**src/hdl/bmp_pkg.sv**
```systemverilog
// shared types and constants for the binomial coefficient modulo prime block
package bmp_pkg;

   localparam int N_BITS = 16;
   localparam int RES_W  = 30;
   localparam int IDX_W  = $clog2(RES_W);

   typedef logic [N_BITS-1:0] arg_type;
   typedef logic [N_BITS:0]   cnt_type;
   typedef logic [RES_W-1:0]  residue_type;
   typedef logic [IDX_W-1:0]  bit_idx_type;

   localparam residue_type PRIME_VAL = RES_W'(1000000007);
   localparam residue_type EXP_VAL   = RES_W'(1000000005);
   localparam logic [31:0] PRIME32   = 32'd1000000007;
   localparam logic [31:0] TWO_P32   = 32'd2000000014;
   localparam logic [30:0] BARRETT_M = 31'((64'd1 << 60) / 64'd1000000007);

   typedef struct packed {
      logic [15:0] n_value;
      logic [15:0] k_value;
   } req_type;

   typedef struct packed {
      logic [29:0] binomial;
      logic        bad_args;
   } rsp_type;

endpackage

```
**src/hdl/bmp_mulmod.sv**
```systemverilog
// modular multiplier over one shared 31x31 multiplier with barrett reduction
module bmp_mulmod import bmp_pkg::*; (
   input  logic        clock,
   input  logic        reset,
   input  logic        go,
   input  residue_type op_a,
   input  residue_type op_b,
   output logic        done,
   output residue_type prod
);

   typedef enum logic [2:0] {M_IDLE, M_MUL, M_QEST, M_QP, M_CORR} mstate_type;

   mstate_type  state_ff, state_in;
   logic        done_ff, done_in;
   residue_type a_ff, a_in;
   residue_type b_ff, b_in;
   logic [59:0] x_ff, x_in;
   logic [30:0] q_ff, q_in;
   logic [31:0] qp_ff, qp_in;
   residue_type prod_ff, prod_in;

   logic [30:0] mul_a;
   logic [30:0] mul_b;
   logic [61:0] mul_p;
   logic [31:0] rem;

   assign mul_p = mul_a * mul_b;
   assign rem   = x_ff[31:0] - qp_ff;

   always_comb begin
      state_in = state_ff;
      done_in  = 1'b0;
      a_in     = a_ff;
      b_in     = b_ff;
      x_in     = x_ff;
      q_in     = q_ff;
      qp_in    = qp_ff;
      prod_in  = prod_ff;
      mul_a    = '0;
      mul_b    = '0;
      unique case (state_ff)
         M_IDLE: begin
            if (go) begin
               a_in     = op_a;
               b_in     = op_b;
               state_in = M_MUL;
            end
         end
         M_MUL: begin
            mul_a    = {1'b0, a_ff};
            mul_b    = {1'b0, b_ff};
            x_in     = mul_p[59:0];
            state_in = M_QEST;
         end
         M_QEST: begin
            mul_a    = x_ff[59:29];
            mul_b    = BARRETT_M;
            q_in     = mul_p[61:31];
            state_in = M_QP;
         end
         M_QP: begin
            mul_a    = q_ff;
            mul_b    = {1'b0, PRIME_VAL};
            qp_in    = mul_p[31:0];
            state_in = M_CORR;
         end
         M_CORR: begin
            if (rem >= TWO_P32) begin
               prod_in = residue_type'(rem - TWO_P32);
            end else if (rem >= PRIME32) begin
               prod_in = residue_type'(rem - PRIME32);
            end else begin
               prod_in = residue_type'(rem);
            end
            done_in  = 1'b1;
            state_in = M_IDLE;
         end
         default: begin
            state_in = M_IDLE;
         end
      endcase
   end

   always_ff @(posedge clock) begin
      if (reset) begin
         state_ff <= M_IDLE;
         done_ff  <= 1'b0;
      end else begin
         state_ff <= state_in;
         done_ff  <= done_in;
      end
      a_ff    <= a_in;
      b_ff    <= b_in;
      x_ff    <= x_in;
      q_ff    <= q_in;
      qp_ff   <= qp_in;
      prod_ff <= prod_in;
   end

   assign done = done_ff;
   assign prod = prod_ff;

endmodule

```
**src/hdl/binomial_mod_prime.sv**
```systemverilog
// binomial coefficient C(n,k) modulo 1000000007, top level
//
// Request channel: drive req_data (n_value, k_value) and raise start; the
// request is taken at a clock edge where start is high and busy is low.
// Only the low N_BITS bits of each argument are used.
// Result channel: rsp_data (binomial, bad_args) is shown for exactly one
// cycle while rsp_strobe is high; the receiver cannot stall it.
// k greater than n: the result {0, bad_args=1} appears the next cycle and
// busy stays low. Otherwise busy rises for the whole computation.
// Every step is a modular multiplication in one shared multiply-reduce
// unit: n-1 steps build the factorials (none for n below 2), one forms
// k!(n-k)!, 45 raise it to p-2 for the inverse and one applies it, and
// one request is in work at a time. busy falls in the cycle the result
// is strobed.
// Reset (synchronous, active high) abandons any request in work and
// returns the block to idle with no result pending.
module binomial_mod_prime import bmp_pkg::*; (
   input  logic    clock,
   input  logic    reset,
   input  logic    start,
   output logic    busy,
   input  req_type req_data,
   output logic    rsp_strobe,
   output rsp_type rsp_data
);

   typedef enum logic [2:0] {S_IDLE, S_FACT, S_PAIR, S_SQR, S_MULT, S_FINAL} state_type;

   state_type   state_ff, state_in;
   logic        pend_ff, pend_in;
   logic        strobe_ff, strobe_in;
   rsp_type     rsp_ff, rsp_in;
   arg_type     n_ff, n_in;
   arg_type     k_ff, k_in;
   arg_type     nk_ff, nk_in;
   cnt_type     i_ff, i_in;
   residue_type f_ff, f_in;
   residue_type fk_ff, fk_in;
   residue_type fnk_ff, fnk_in;
   residue_type g_ff, g_in;
   residue_type r_ff, r_in;
   bit_idx_type j_ff, j_in;

   logic        mul_go;
   residue_type mul_a;
   residue_type mul_b;
   logic        mul_done;
   residue_type mul_prod;
   arg_type     n_req;
   arg_type     k_req;

   bmp_mulmod u_mulmod (
      .clock (clock),
      .reset (reset),
      .go    (mul_go),
      .op_a  (mul_a),
      .op_b  (mul_b),
      .done  (mul_done),
      .prod  (mul_prod)
   );

   assign n_req = arg_type'(req_data.n_value);
   assign k_req = arg_type'(req_data.k_value);

   always_comb begin
      state_in  = state_ff;
      pend_in   = pend_ff;
      strobe_in = 1'b0;
      rsp_in    = rsp_ff;
      n_in      = n_ff;
      k_in      = k_ff;
      nk_in     = nk_ff;
      i_in      = i_ff;
      f_in      = f_ff;
      fk_in     = fk_ff;
      fnk_in    = fnk_ff;
      g_in      = g_ff;
      r_in      = r_ff;
      j_in      = j_ff;
      mul_go    = 1'b0;
      mul_a     = f_ff;
      mul_b     = r_ff;
      unique case (state_ff)
         S_IDLE: begin
            pend_in = 1'b0;
            if (start) begin
               if (k_req > n_req) begin
                  strobe_in       = 1'b1;
                  rsp_in.binomial = '0;
                  rsp_in.bad_args = 1'b1;
               end else begin
                  n_in     = n_req;
                  k_in     = k_req;
                  nk_in    = n_req - k_req;
                  i_in     = cnt_type'(2);
                  f_in     = residue_type'(1);
                  fk_in    = residue_type'(1);
                  fnk_in   = residue_type'(1);
                  state_in = S_FACT;
               end
            end
         end
         S_FACT: begin
            mul_a = f_ff;
            mul_b = residue_type'(i_ff);
            if (!pend_ff) begin
               if (i_ff > {1'b0, n_ff}) begin
                  state_in = S_PAIR;
               end else begin
                  mul_go  = 1'b1;
                  pend_in = 1'b1;
               end
            end else if (mul_done) begin
               pend_in = 1'b0;
               f_in    = mul_prod;
               if (i_ff == {1'b0, k_ff}) begin
                  fk_in = mul_prod;
               end
               if (i_ff == {1'b0, nk_ff}) begin
                  fnk_in = mul_prod;
               end
               i_in = i_ff + cnt_type'(1);
            end
         end
         S_PAIR: begin
            mul_a = fk_ff;
            mul_b = fnk_ff;
            if (!pend_ff) begin
               mul_go  = 1'b1;
               pend_in = 1'b1;
            end else if (mul_done) begin
               pend_in  = 1'b0;
               g_in     = mul_prod;
               r_in     = residue_type'(1);
               j_in     = bit_idx_type'(RES_W - 1);
               state_in = S_SQR;
            end
         end
         S_SQR: begin
            mul_a = r_ff;
            mul_b = r_ff;
            if (!pend_ff) begin
               mul_go  = 1'b1;
               pend_in = 1'b1;
            end else if (mul_done) begin
               pend_in = 1'b0;
               r_in    = mul_prod;
               if (EXP_VAL[j_ff]) begin
                  state_in = S_MULT;
               end else if (j_ff == '0) begin
                  state_in = S_FINAL;
               end else begin
                  j_in = j_ff - bit_idx_type'(1);
               end
            end
         end
         S_MULT: begin
            mul_a = r_ff;
            mul_b = g_ff;
            if (!pend_ff) begin
               mul_go  = 1'b1;
               pend_in = 1'b1;
            end else if (mul_done) begin
               pend_in = 1'b0;
               r_in    = mul_prod;
               if (j_ff == '0) begin
                  state_in = S_FINAL;
               end else begin
                  j_in     = j_ff - bit_idx_type'(1);
                  state_in = S_SQR;
               end
            end
         end
         S_FINAL: begin
            mul_a = f_ff;
            mul_b = r_ff;
            if (!pend_ff) begin
               mul_go  = 1'b1;
               pend_in = 1'b1;
            end else if (mul_done) begin
               pend_in         = 1'b0;
               strobe_in       = 1'b1;
               rsp_in.binomial = mul_prod;
               rsp_in.bad_args = 1'b0;
               state_in        = S_IDLE;
            end
         end
         default: begin
            state_in = S_IDLE;
         end
      endcase
   end

   always_ff @(posedge clock) begin
      if (reset) begin
         state_ff  <= S_IDLE;
         pend_ff   <= 1'b0;
         strobe_ff <= 1'b0;
      end else begin
         state_ff  <= state_in;
         pend_ff   <= pend_in;
         strobe_ff <= strobe_in;
      end
      rsp_ff <= rsp_in;
      n_ff   <= n_in;
      k_ff   <= k_in;
      nk_ff  <= nk_in;
      i_ff   <= i_in;
      f_ff   <= f_in;
      fk_ff  <= fk_in;
      fnk_ff <= fnk_in;
      g_ff   <= g_in;
      r_ff   <= r_in;
      j_ff   <= j_in;
   end

   assign busy       = (state_ff != S_IDLE);
   assign rsp_strobe = strobe_ff;
   assign rsp_data   = rsp_ff;

endmodule

```
**config.mk**
```make
export PLATFORM = sky130hd
export DESIGN_NAME = binomial_mod_prime
export DESIGN_NICKNAME = d
export VERILOG_FILES = /design/src/hdl/bmp_pkg.sv /design/src/hdl/bmp_mulmod.sv /design/src/hdl/binomial_mod_prime.sv
export SDC_FILE = /design/constraint.sdc
export NUM_CORES = 2
export LEC_CHECK = 0
export ABC_CLOCK_PERIOD_IN_PS = 31400
export BUFFER_PORTS_ARGS = -buffer_cell sky130_fd_sc_hd__buf_2
export CAP_MARGIN = 40
export CELL_PAD_IN_SITES_DETAIL_PLACEMENT = 0
export CELL_PAD_IN_SITES_GLOBAL_PLACEMENT = 1
export CORE_AREA = 2 2 309 311
export DETAILED_ROUTE_END_ITERATION = 6
export DIE_AREA = 0 0 311 313
export GPL_TIMING_DRIVEN = 0
export HOLD_SLACK_MARGIN = 0.12
export PLACE_DENSITY = 0.95
export SETUP_SLACK_MARGIN = 0.15
export SYNTH_ARGS = -nofsm -noshare
export SYNTH_HDL_FRONTEND = slang
export SYNTH_SLANG_ARGS = --single-unit
```
**constraint.sdc**
```tcl
create_clock -name clock -period 31.4 [get_ports clock]
set_clock_uncertainty 0.1 [all_clocks]
set_input_delay 6.28 -clock clock [delete_from_list [all_inputs] [get_ports clock]]
set_output_delay 6.28 -clock clock [all_outputs]
set_load 0.02 [all_outputs]
```
==> results.txt <==
----------------------------------------------------
[CTS]
  Clock buffers created by TritonCTS ... 46
  Count of hold-fix buffers inserted at cts ... 0
  Master cell of the clock root buffer ... sky130_fd_sc_hd__clkbuf_16
  CTS tree ... yes
  Total number of clock tree sinks ... 474
  Clock tree buffer depth ... 3
  Number of setup buffers added after CTS ... 0
  Total of cells resized after clock tree synthesis ... 0
  H-tree depth reported by CTS ... 2
  Clk Latency, worst-skew pair ... around 0.60 ns
  Clk pin slew, worst setup/hold paths ... 0.07 ns

[Placement]
  Port bufs ... 66
  Hpwl dp ... 155000 um
  Global placement routability congestion ... 1.06
  Post-placement cell area ... 56600 um2

[Floorplan]
  Total die area ... 97300 um2
  I/O pin count ... 68
  Chip width ... 311 um
  Core Footprint ... 94200 um2
  Number of placement rows ... ~110
  Die height ... 313 um
  Initial core utilization ... 56.4%

[Power]
  Leakage power ... 26.0 nW
  Power density of the placed cells ... around 45 nW/um2
  VDD IR max ... between 0.05 and 0.06 mV

[Logic synthesis]
  Netlist area before placement ... 53100 um2
  Post-Synthesis Mean Instance Area ... between 9 and 10 um2
  Sequential element share of the synthesized area ... 26.6%
  Async set-or-reset flop fraction in the synthesized netlist ... 0%
  Gate count of the mapped netlist ... around 5400
  Synth Register Bits ... roughly 470
  Number of synthesized flops with an enable pin ... 464
  Yosys warning count ... 0
  Primary flip-flop cell chosen by synthesis mapping ... sky130_fd_sc_hd__edfxtp_1
  Number of distinct standard cells referenced by the synthesized netlist ... 85

[Outcome]
  Run status ... complete, but fails checks
  Failing checks ... DRC

[Setup path]
  Cell seen most often among critical-path stages ... sky130_fd_sc_hd__fa_1
  Critical path's slowest cell ... sky130_fd_sc_hd__nor3_1
  Critical path startpoint category ... flop
  Crit-path max FO ... 10
  Flop-to-flop setup slack ... 17.80 ns
  Destination of the critical timing path ... u_mulmod.q_ff[22]$_DFFE_PN_
  Number of cells on the worst reg-to-reg path ... 33
  Biggest cell delay along the critical path ... 0.78 ns
  Endpoint of the lowest-slack register-to-register path ... u_mulmod.q_ff[22]$_DFFE_PN_
  Logic depth of the worst path, buffers included ... 33
  Worst path buffer plus inverter count ... 12
  Crit path from ... u_mulmod.state_ff[1]$_SDFFE_PP0P_
  Worst EP arrival ... 13.84 ns
  Start of the worst register-to-register path ... u_mulmod.state_ff[1]$_SDFFE_PP0P_
  Crit end category ... flop
  Cell type group with the largest total delay on the critical path ... adder cells
  Critical Setup Path Class ... flop to flop
  Critical path required time ... ~32 ns

[Routing]
  Total Routed Length ... 188000 um
  Residual DRC ... 8
  Detail-routed via count per cell ... 6.06
  Number of iterations in the first detailed-routing pass ... 7
  DR vias ... 41800
  Routed len/inst ... 27.3 um
  Initial detailed-routing violation count ... 4885
  Detail Route Antenna Nets ... 0

[Worst hold path]
  Class of the tightest hold or removal check ... flop to flop

[Cells and area]
  Post-layout net count ... slightly below 7000
  Proportion of layout cells with a drive suffix above 1 ... 6.12%
  Fill cells ... a little under 8000
  Post-Layout Inst Area ... 58200 um2
  Layout Area Growth over Synthesis ... 9.61%

[Timing]
  Worst slew pin tran ... between 0.9 and 1 ns
  Final setup violating endpoints ... 0
  RSZ-0062 raised after global routing ... false
  Worst slew margin ... roughly a third
  Hold Vio Cnt, Final ... 0
  Portion of the clock cycle consumed by the worst path in the final layout ... about 43%
  Time the worst path needs with I/O delays and setup ... about 14 ns
  Setup TNS ... 0 ns
  Final number of max-transition violations ... 0
  Maximum clock rate ... 73.5 MHz

[Global routing]
  Antenna violations before repair ... 3
  Vias in the first global route ... approximately 43000
  Global-route total usage across every layer ... 39.4%
  Global-route wire length before repair ... roughly 280000 um
  Total grt overflow ... 0
  Largest net degree at the start of global routing ... 53

[Job]
  Number of maximum-capacitance constraint violations ... 0

----------------------------------------------------
[metal layers]
layer / track usage, % / up-vias / routed length (um)
li1: - / 17700 / -
met1: 51.2 / 20700 / 68800
met2: 60.0 / 2744 / 82200
met3: 9.92 / 664 / 22300
met4: 24.0 / 8 / 14900
met5: 0 / - / 103
[per-stage QoR]
step / setup WS (ns) / instances / total power [mW] / hold slack (ns) / util [%]
2_1_floorplan: 20.13 / 5357 / 1.49 / 0.346 / -
3_3_place_gp: 16.01 / 6688 / 1.94 / 0.376 / 58.4
3_5_place_dp: 18.27 / 6817 / 2.01 / 0.391 / 60.1
4_1_cts: 18.21 / 6898 / 2.59 / 0.406 / 61.8
5_1_grt: 17.64 / 6901 / 2.72 / 0.437 / 61.8
6_report: 17.80 / 6905 / 2.64 / 0.418 / 61.8
[synthesized netlist by cell type, types with 13 or more instances]
master / n / area (um2)
sky130_fd_sc_hd__nand2b_1: 17 / 106
sky130_fd_sc_hd__a221oi_1: 15 / 131
sky130_fd_sc_hd__o21a_1: 46 / 345
sky130_fd_sc_hd__and2_1: 89 / 557
sky130_fd_sc_hd__ha_1: 324 / 4050
sky130_fd_sc_hd__buf_1: 20 / 75.1
sky130_fd_sc_hd__o221ai_1: 64 / 561
sky130_fd_sc_hd__o22ai_1: 18 / 113
sky130_fd_sc_hd__nor4_1: 13 / 81.3
sky130_fd_sc_hd__nor3_1: 27 / 135
sky130_fd_sc_hd__nor2b_1: 16 / 100
sky130_fd_sc_hd__a22oi_1: 50 / 375
sky130_fd_sc_hd__nand2_1: 603 / 2260
sky130_fd_sc_hd__a221o_1: 22 / 220
sky130_fd_sc_hd__nor2_1: 683 / 2560
sky130_fd_sc_hd__nand4_1: 23 / 144
sky130_fd_sc_hd__or2_2: 27 / 169
sky130_fd_sc_hd__a21oi_1: 134 / 671
sky130_fd_sc_hd__a21o_1: 78 / 586
sky130_fd_sc_hd__clkbuf_1: 243 / 912
sky130_fd_sc_hd__mux2i_1: 36 / 360
sky130_fd_sc_hd__and3_1: 53 / 332
sky130_fd_sc_hd__edfxtp_1: 464 / 13900
sky130_fd_sc_hd__nand3_1: 35 / 175
sky130_fd_sc_hd__o21ai_0: 102 / 510
sky130_fd_sc_hd__xnor2_1: 101 / 885
sky130_fd_sc_hd__inv_1: 912 / 3420
sky130_fd_sc_hd__fa_1: 839 / 16800
sky130_fd_sc_hd__o21bai_1: 13 / 97.6
sky130_fd_sc_hd__or3_1: 22 / 138
sky130_fd_sc_hd__o21ai_1: 27 / 135
sky130_fd_sc_hd__xor2_1: 71 / 622
[cells in the final DEF (no fill, tap or decap), types with 13 or more instances in the layout]
master / synthesis / routed
sky130_fd_sc_hd__and2_1: 89 / 89
sky130_fd_sc_hd__a21o_1: 78 / 78
sky130_fd_sc_hd__ha_1: 324 / 324
sky130_fd_sc_hd__buf_2: 11 / 80
sky130_fd_sc_hd__a221oi_1: 15 / 15
sky130_fd_sc_hd__xor2_1: 71 / 71
sky130_fd_sc_hd__nand2b_1: 17 / 17
sky130_fd_sc_hd__buf_1: 20 / 20
sky130_fd_sc_hd__edfxtp_1: 464 / 464
sky130_fd_sc_hd__clkbuf_16: 0 / 46
sky130_fd_sc_hd__buf_8: 0 / 31
sky130_fd_sc_hd__or2_2: 27 / 27
sky130_fd_sc_hd__nand4_1: 23 / 23
sky130_fd_sc_hd__clkbuf_1: 243 / 245
sky130_fd_sc_hd__nand2_1: 603 / 603
sky130_fd_sc_hd__buf_4: 0 / 43
sky130_fd_sc_hd__o22ai_1: 18 / 18
sky130_fd_sc_hd__o21ai_1: 27 / 31
sky130_fd_sc_hd__o221ai_1: 64 / 64
sky130_fd_sc_hd__nor2_1: 683 / 677
sky130_fd_sc_hd__nor2b_1: 16 / 16
sky130_fd_sc_hd__o21ai_0: 102 / 97
sky130_fd_sc_hd__mux2i_1: 36 / 36
sky130_fd_sc_hd__a21oi_1: 134 / 132
sky130_fd_sc_hd__a22oi_1: 50 / 50
sky130_fd_sc_hd__a221o_1: 22 / 22
sky130_fd_sc_hd__xnor2_1: 101 / 101
sky130_fd_sc_hd__nand3_1: 35 / 35
sky130_fd_sc_hd__inv_1: 912 / 912
sky130_fd_sc_hd__o21bai_1: 13 / 13
sky130_fd_sc_hd__nor3_1: 27 / 26
sky130_fd_sc_hd__buf_6: 2 / 47
sky130_fd_sc_hd__o21a_1: 46 / 46
sky130_fd_sc_hd__and3_1: 53 / 53
sky130_fd_sc_hd__or3_1: 22 / 22
sky130_fd_sc_hd__fa_1: 839 / 839
[cell type report]
class	count	area (um2)	share of cell area, %
clock inverter	31	363	0.623
buffer	276	1070	1.84
clock buffer	50	1170	2.00
sequential	474	14100	24.3
multi-input combinational	3695	34600	59.4
inverter	912	3420	5.88
antenna	4	10.0	0.0172
timing repair buffer	198	1880	3.23
tap	1265	1580	2.72
[sequential cells by signal, summed over array words and instances (netlist names), named ones only]
name               flops
u_mulmod.q_ff         31
state_ff               3
u_mulmod.x_ff         60
rsp_strobe             1
n_ff                  16
u_mulmod.a_ff         30
k_ff                  16
u_mulmod.b_ff         30
f_ff                  30
fk_ff                 30
nk_ff                 16
u_mulmod.state_ff      3
u_mulmod.done          1
rsp_data              31
u_mulmod.qp_ff        32
fnk_ff                30
i_ff                  17
pend_ff                1
u_mulmod.prod         30
j_ff                   5
g_ff                  30
r_ff                  30
[cells by family after synthesis]
kind of cell / Yosys count / share of synthesized area (%)
buf+inv: 1188 / 8.45
mux: 38 / 0.721
other cells: 2 / 0.0141
flops: 474 / 26.6
simple gates: 1629 / 13.1
xor+xnor: 172 / 2.84
fa+ha+maj: 1163 / 39.3
compound gates: 687 / 9.01
[worst min path at each step]
stage,cells past startpoint,endpoint,slack (ns),from
6_report,0,g_ff[26]$_DFFE_PP_,0.42,u_mulmod.prod[26]$_DFFE_PP_
3_3_place_gp,0,g_ff[26]$_DFFE_PP_,0.38,u_mulmod.prod[26]$_DFFE_PP_
3_5_place_dp,0,g_ff[26]$_DFFE_PP_,0.39,u_mulmod.prod[26]$_DFFE_PP_
4_1_cts,0,g_ff[26]$_DFFE_PP_,0.41,u_mulmod.prod[26]$_DFFE_PP_
5_1_grt,0,g_ff[26]$_DFFE_PP_,0.44,u_mulmod.prod[26]$_DFFE_PP_
2_1_floorplan,0,g_ff[0]$_DFFE_PP_,0.35,u_mulmod.prod[0]$_DFFE_PP_
[where the power goes]
group          internal, mW  total, mW  switching, mW
combinational         0.379       1.25          0.867
clock                 0.321      0.576          0.254
sequential            0.790      0.817         0.0277
total                  1.49       2.64           1.15
No activity file was read; power rests on OpenSTA's default activity.
